## src/sv/assert_macros.svh

```systemverilog
// Concurrent assertion macros for the seed key generator.
`ifndef ASSERT_MACROS_SVH
`define ASSERT_MACROS_SVH

// Implication checked at every edge outside of reset.
`define SKXG_ASSERT(lbl, prop, msg) \
  lbl: assert property (@(posedge clk_i) disable iff (!rst_ni) (prop)) else $error(msg);

// Condition that must hold in the cycle after a trigger.
`define SKXG_ASSERT_NEXT(lbl, trig, prop, msg) \
  lbl: assert property (@(posedge clk_i) disable iff (!rst_ni) (trig) |=> (prop)) \
    else $error(msg);

`endif

```

## src/sv/skxg_pkg.sv

```systemverilog
// Shared widths, constants, command and status types of the seed key generator.
package skxg_pkg;

  localparam int unsigned WordW  = 32;
  localparam int unsigned CountW = 7;
  localparam int unsigned SelW   = 4;

  localparam logic [CountW-1:0] CountOfs = 7'h1F;

  localparam logic [WordW-1:0] KeyWords [16] = '{
    32'h14FA3579, 32'h27CD3964, 32'h1777FE32, 32'h9931AF12,
    32'h75DB3A49, 32'h19294CAA, 32'hFF18CD76, 32'h0788236D,
    32'h5A6F7CBB, 32'h7A992254, 32'hADFD5414, 32'h343CFBCB,
    32'hC2F51639, 32'h6A6D5813, 32'h3729FF68, 32'h22A2C751
  };

  typedef struct packed {
    logic load;
    logic step;
    logic capture;
  } skxg_cmd_t;

  typedef struct packed {
    logic [CountW-1:0] init_count;
  } skxg_sts_t;

  function automatic logic [CountW-1:0] iter_count(input logic [WordW-1:0] s);
    logic [CountW-1:0] raw;
    raw = {s[0], 1'b0, s[9], s[1], s[11], s[2], s[5]};
    return raw + CountOfs;
  endfunction

  function automatic logic [SelW-1:0] table_sel(input logic [WordW-1:0] s);
    return {s[0], s[1], s[2], s[9]};
  endfunction

endpackage

```

## src/sv/skxg_if.sv

```systemverilog
// Valid/ready channel interfaces for seed items and key items.
interface skxg_seed_if
  import skxg_pkg::*;
();
  logic             valid;
  logic             ready;
  logic [WordW-1:0] seed;

  modport source (output valid, output seed, input ready);
  modport sink   (input valid, input seed, output ready);
endinterface

interface skxg_key_if
  import skxg_pkg::*;
();
  logic             valid;
  logic             ready;
  logic [WordW-1:0] key;

  modport source (output valid, output key, input ready);
  modport sink   (input valid, input key, output ready);
endinterface

```

## src/sv/skxg_datapath.sv

```systemverilog
// Working word, selected table word and key output register.
module skxg_datapath
  import skxg_pkg::*;
(
  input  logic             clk_i,
  input  logic [WordW-1:0] seed_i,
  input  skxg_cmd_t        cmd_i,
  output skxg_sts_t        sts_o,
  output logic [WordW-1:0] key_o
);

  logic [WordW-1:0] word_q, word_d;
  logic [WordW-1:0] mask_q, mask_d;
  logic [WordW-1:0] key_q, key_d;
  logic [WordW-1:0] shifted;

  assign sts_o.init_count = iter_count(seed_i);
  assign shifted          = {word_q[WordW-2:0], 1'b0};

  always_comb begin
    word_d = word_q;
    mask_d = mask_q;
    key_d  = key_q;
    if (cmd_i.load) begin
      word_d = seed_i;
      mask_d = KeyWords[table_sel(seed_i)];
    end else if (cmd_i.step) begin
      word_d = word_q[WordW-1] ? (shifted ^ mask_q) : shifted;
    end
    if (cmd_i.capture) begin
      key_d = word_q;
    end
  end

  always_ff @(posedge clk_i) begin
    word_q <= word_d;
    mask_q <= mask_d;
    key_q  <= key_d;
  end

  assign key_o = key_q;

endmodule

```

## src/sv/skxg_ctrl.sv

```systemverilog
// Sequencer: loads a seed, counts the shift-xor steps and hands off the key.
module skxg_ctrl
  import skxg_pkg::*;
(
  input  logic      clk_i,
  input  logic      rst_ni,
  input  logic      in_valid_i,
  output logic      in_ready_o,
  output logic      out_valid_o,
  input  logic      out_ready_i,
  input  skxg_sts_t sts_i,
  output skxg_cmd_t cmd_o
);

  typedef enum logic {
    StIdle,
    StRun
  } state_e;

  state_e            state_q, state_d;
  logic [CountW-1:0] cnt_q, cnt_d;
  logic              out_valid_q, out_valid_d;

  assign in_ready_o  = (state_q == StIdle);
  assign out_valid_o = out_valid_q;

  always_comb begin
    state_d     = state_q;
    cnt_d       = cnt_q;
    out_valid_d = out_valid_q && !out_ready_i;
    cmd_o       = '0;
    unique case (state_q)
      StIdle: begin
        if (in_valid_i) begin
          cmd_o.load = 1'b1;
          cnt_d      = sts_i.init_count;
          state_d    = StRun;
        end
      end
      StRun: begin
        if (cnt_q != '0) begin
          cmd_o.step = 1'b1;
          cnt_d      = cnt_q - CountW'(1);
        end else if (!out_valid_q || out_ready_i) begin
          cmd_o.capture = 1'b1;
          out_valid_d   = 1'b1;
          state_d       = StIdle;
        end
      end
      default: state_d = StIdle;
    endcase
  end

  always_ff @(posedge clk_i or negedge rst_ni) begin
    if (!rst_ni) begin
      state_q     <= StIdle;
      cnt_q       <= '0;
      out_valid_q <= 1'b0;
    end else begin
      state_q     <= state_d;
      cnt_q       <= cnt_d;
      out_valid_q <= out_valid_d;
    end
  end

endmodule

```

## src/sv/seed_key_shift_xor_generator.sv

```systemverilog
// Seed key generator top level: sequencer plus shift-xor datapath.
//
// Usage: a 32-bit seed item enters on seed_i (valid/ready); one 32-bit key item
// leaves on key_o (valid/ready) for every seed taken.
// The seed is loaded in the accept cycle. The working word then doubles and
// conditionally XORs with a table word once per cycle, 31 to 126 times,
// the count being taken from seed bits 0, 9, 1, 11, 2 and 5. A capture then
// moves the word into the key output register.
// One seed is worked on at a time; seed_i.ready is low while the steps run
// and until the key is captured, so the single shift-xor unit takes no new
// seed before the key of the last one is registered.
// A new seed is taken while the previous key still waits on key_o.
// If the receiver stalls, the key holds; a finished computation then waits
// before capture until the output register is free.
// Reset (rst_ni, asynchronous, active low) returns to idle and drops
// key_o.valid; no item is in flight after reset.
`include "assert_macros.svh"

module seed_key_shift_xor_generator
  import skxg_pkg::*;
(
  input  logic               clk_i,
  input  logic               rst_ni,
  skxg_seed_if.sink          seed_i,
  skxg_key_if.source         key_o
);

  skxg_cmd_t ctrl_cmd;
  skxg_sts_t dp_sts;

  skxg_ctrl u_ctrl (
    .clk_i       (clk_i),
    .rst_ni      (rst_ni),
    .in_valid_i  (seed_i.valid),
    .in_ready_o  (seed_i.ready),
    .out_valid_o (key_o.valid),
    .out_ready_i (key_o.ready),
    .sts_i       (dp_sts),
    .cmd_o       (ctrl_cmd)
  );

  skxg_datapath u_datapath (
    .clk_i  (clk_i),
    .seed_i (seed_i.seed),
    .cmd_i  (ctrl_cmd),
    .sts_o  (dp_sts),
    .key_o  (key_o.key)
  );

  `SKXG_ASSERT_NEXT(a_busy_after_load, seed_i.valid && seed_i.ready, !seed_i.ready,
    "seed accepted but block still ready next cycle")
  `SKXG_ASSERT(a_capture_free, !ctrl_cmd.capture || !key_o.valid || key_o.ready,
    "key captured over an untaken key item")
  `SKXG_ASSERT(a_step_busy, !ctrl_cmd.step || !seed_i.ready,
    "step issued while idle")
  `SKXG_ASSERT_NEXT(a_capture_valid, ctrl_cmd.capture, key_o.valid && seed_i.ready,
    "capture did not raise key valid and return to idle")

endmodule
```

## src/flat_wrapper.sv

```systemverilog
// flat-port wrapper written by rule: the top's interface ports become plain ports
module seed_key_shift_xor_generator_flat import skxg_pkg::*;
  (clk_i, rst_ni, seed_i_valid, seed_i_seed, seed_i_ready, key_o_valid, key_o_key, key_o_ready);
  skxg_seed_if seed_i_i ();
  skxg_key_if key_o_i ();
  input  logic clk_i;
  input  logic rst_ni;
  input wire logic [$bits(seed_i_i.valid)-1:0] seed_i_valid;
  input wire logic [$bits(seed_i_i.seed)-1:0] seed_i_seed;
  output wire logic [$bits(seed_i_i.ready)-1:0] seed_i_ready;
  output wire logic [$bits(key_o_i.valid)-1:0] key_o_valid;
  output wire logic [$bits(key_o_i.key)-1:0] key_o_key;
  input wire logic [$bits(key_o_i.ready)-1:0] key_o_ready;
  assign seed_i_i.valid = seed_i_valid;
  assign seed_i_i.seed = seed_i_seed;
  assign seed_i_ready = seed_i_i.ready;
  assign key_o_valid = key_o_i.valid;
  assign key_o_key = key_o_i.key;
  assign key_o_i.ready = key_o_ready;
  seed_key_shift_xor_generator u_core (.clk_i(clk_i), .rst_ni(rst_ni), .seed_i(seed_i_i), .key_o(key_o_i));
endmodule
```

## config.mk

```make
export PLATFORM = sky130hd
export DESIGN_NAME = seed_key_shift_xor_generator_flat
export DESIGN_NICKNAME = d
export VERILOG_FILES = /design/src/sv/skxg_pkg.sv /design/src/sv/skxg_if.sv /design/src/sv/skxg_datapath.sv /design/src/sv/skxg_ctrl.sv /design/src/sv/seed_key_shift_xor_generator.sv /design/src/flat_wrapper.sv
export VERILOG_INCLUDE_DIRS = /design/src /design/src/sv
export SDC_FILE = /design/constraint.sdc
export NUM_CORES = 1
export LEC_CHECK = 0
export BUFFER_PORTS_ARGS = -buffer_cell sky130_fd_sc_hd__buf_2
export CAP_MARGIN = 40
export CORE_UTILIZATION = 45
export DETAILED_ROUTE_END_ITERATION = 10
export PLACE_DENSITY = 0.76
export SETUP_SLACK_MARGIN = 0.02
export SYNTH_ARGS = -nofsm -noshare
export SYNTH_HDL_FRONTEND = slang
export SYNTH_SLANG_ARGS = --single-unit
export TNS_END_PERCENT = 30
```

## constraint.sdc

```tcl
create_clock -name clk_i -period 4.7 [get_ports clk_i]
set_input_delay 0.47 -clock clk_i [delete_from_list [all_inputs] [get_ports clk_i]]
set_output_delay 0.47 -clock clk_i [all_outputs]
set_load 0.02 [all_outputs]
```

==> metrics.txt <==
worst reg2reg endpoint=u_core.u_datapath.word_q[30]; Max Cap Violations=0; drt via density=between 5 and 6; CP Data Required Time=approximately 4.8 ns; synthesis warning total=0; routability cong.=0.900; Area Overhead vs Synth=14.3%; Leakage=approximately 2.1 nW; row cnt=37; peak fanout along the critical path=40; initial antenna violation count=0; Initial Util=between 40% and 50%; PD cells=481 nW/µm²; Critical Path Stages=6; outcome=complete, no violations; final setup vio count=0; final setup skew=0.0115 ns; Tmin final=~2.2 ns; first-pass GRT wire length=roughly 15000 µm; DPL Wire Length=between 6000 and 7000 µm; Hold Vio Cnt, Final=0; RSZ-0062 raised after global routing=no; drt total wl=~9600 µm; CP Launch Point=u_core.u_ctrl.state_q; Final Instance Area=approximately 5600 µm²; GRT overflow=0; Slew @ Worst Pin=approximately 0.75 ns; largest net degree at the start of global routing=46; DRT antenna net count=0; R2R Path Start=u_core.u_ctrl.state_q; DRC Markers=0; top post-synthesis cells by area=edfxtp_1, nand2_1, xor2_1; TNS Setup=0 ns; EDFF count, synth=96; Synth area leader=edfxtp_1; slowest stage cell, crit path=dfrtp_1; Num Clock Sinks=approximately 110; fraction of layout cells with a size suffix above 1=between 10% and 20%; worst-path cell chain=inv_2 -> nand2_1 -> inv_2 -> buf_12 -> buf_4 -> o21ai_1; post-synthesis sequential area ratio=between 60% and 70%; most common cell in the synthesized netlist=edfxtp_1; Worst setup EP type=flip-flop; CTS Buffer Depth=2; Min Hold Slack=~0.27 ns; Chip Height=107 µm; switching part of the total=a little under a third; Post-DP Area=approximately 5400 µm²; fin crit share=a little under half; Ant. Diodes=0; cells after synthesis=429; Ports=70; die width=approximately 110 µm; number of global-route vias before repair=3095; top post-synthesis cells by count=edfxtp_1, nand2_1, o21ai_1; Seq pwr share=a little under three fifths; area of the mapped netlist=~4900 µm²; die area=approximately 11000 µm²; Clk Latency, worst-skew pair=about 0.37 ns; Crit path largest cell delay=0.57 ns; register bit total from synthesis=between 100 and 150; critical path class=flip-flop to flip-flop; flop-to-flop setup slack=between 2 and 2.5 ns; post-synth top area share=between 50% and 60%; clock-pin slew on the worst setup and hold paths=approximately 0.090 ns; most numerous cell on the critical path=inv_2; CTS tree=yes; nets=~540; CP Capture Point=u_core.u_datapath.word_q[30]; Buffers & Inverters on Critical Path=4; Vias=3401; Comb pwr share=23.9%; post-synth cell types=between 40 and 50; syn_area_per_cell=approximately 11 µm²; Total GRT Usage=between 10% and 20%; DR pass1 iterations=5; syn nets=~480; slew margin rel.=around half; Psw=0.000836 W; CP Launch Type=flip-flop; Int Pwr=0.00188 W; Critical Path AT=2.35 ns; setup ws final=about 2.5 ns; hold path cells=2; total CTS buffers=9; DRT iter0 DRCs=403; Tot Pwr=between 0.002 and 0.003 W; VDD IR-drop max=about 0.17 mV; Slew Viols, Final=0; Root Buffer=clkbuf_8; Primary FF master, synth=edfxtp_1; htree depth=3; Top delay family on crit path=buffers and inverters; core area=approximately 10000 µm²; Reg2Reg Depth=6; WL per Instance=around 15 µm; worst min path class=input pin to flip-flop; worst slack at placement=around 2.5 ns; IO buf count=69; Clk pwr share=between 10% and 20%; FFs w/ async S/R, synth=approximately 8.6%; fmax=445 MHz
-- cells in the final DEF (no fill, tap or decap), drive strengths merged, types with 3 or more instances in the layout --
master   n
xor2    33
nand3    6
buf     74
nor2    24
ha      11
dfrtp    9
edfxtp  96
clkbuf  12
xnor2    3
a31oi    9
a21oi   20
inv     14
o21ai   50
nand2b   4
nand2   82
mux2i    3
a22oi    3
nor3     8
-- flip-flops by register name, summed over array words and instances (netlist names) --
signal,flops
u_core.u_datapath.mask_q,32
u_core.u_datapath.key_o,32
u_core.u_ctrl.out_valid_o,1
u_core.u_datapath.word_q,32
u_core.u_ctrl.state_q,1
u_core.u_ctrl.cnt_q,7
-- logic make-up after synthesis --
family | after synthesis | share of synthesized area (%)
AOI/OAI and AO/OA | 101 | 12.0
xor gates and xnor gates | 36 | 6.40
adders and majority gates | 11 | 2.79
buffers and inverters | 37 | 3.10
DFF | 105 | 63.0
muxes | 3 | 0.609
and+or+nand+nor | 136 | 12.1
-- routing by layer --
metal	track usage [%]	vias to the layer above	share of wire, %
met5	0	-	0
met1	23.7	1591	45
met2	27.9	143	47
met4	8.51	0	3.1
met3	3.28	21	5.6
li1	-	1646	-
-- cell type report --
| class | instances | area, µm² |
|---|---|---|
| repair buffers | 75 | 425 |
| multi-input cells | 287 | 1690 |
| well taps | 136 | 170 |
| fillers | 909 | 4830 |
| flip-flops and latches | 105 | 3110 |
| clock inverters | 4 | 53.8 |
| clock buffers | 12 | 135 |
| inverters | 14 | 52.6 |
-- how the worst min path moves through the flow --
stage | from | slack [ns] | end
floorplan | rst_ni | 0.17 | u_core.u_ctrl.cnt_q[0]
global route | key_o_ready | 0.26 | u_core.u_ctrl.out_valid_o
global placement | rst_ni | 0.33 | u_core.u_ctrl.cnt_q[6]
CTS | key_o_ready | 0.26 | u_core.u_ctrl.out_valid_o
finish | key_o_ready | 0.27 | u_core.u_ctrl.out_valid_o
detailed placement | rst_ni | 0.33 | u_core.u_ctrl.cnt_q[6]
-- timing repair --
item / in CTS / in global routing
endpoints found under the hold margin: 9 / 0
setup endpoints to repair: 0 / 0
setup buffers: 0 / 0
hold buffers: 1 / 0
resized for setup: 0 / 0
-- worst reg2reg max path: cells and delay by family (launching register included) --
kind	cells	cell delay, ns
flops	1	0.57
compound gates	1	0.16
buf+inv	4	1.11
simple gates	1	0.16
-- through the flow --
step	cells	utilization (%)
2_1_floorplan	429	-
3_3_place_gp	613	51.4
3_5_place_dp	616	52.0
4_1_cts	633	53.9
5_1_grt	633	53.9
6_report	633	53.9
-- power by group through the flow --
| stage | clock network (W) | registers, W | logic, W |
|---|---|---|---|
| global route | 0.000595 | 0.00155 | 0.000724 |
| floorplan | 0 | 0.00149 | 0.000486 |
| finish | 0.000540 | 0.00152 | 0.000647 |
| detailed placement | 0 | 0.00154 | 0.000643 |
| CTS | 0.000551 | 0.00152 | 0.000650 |
| global placement | 0 | 0.00155 | 0.000574 |
(Power assumes the default switching activity.)
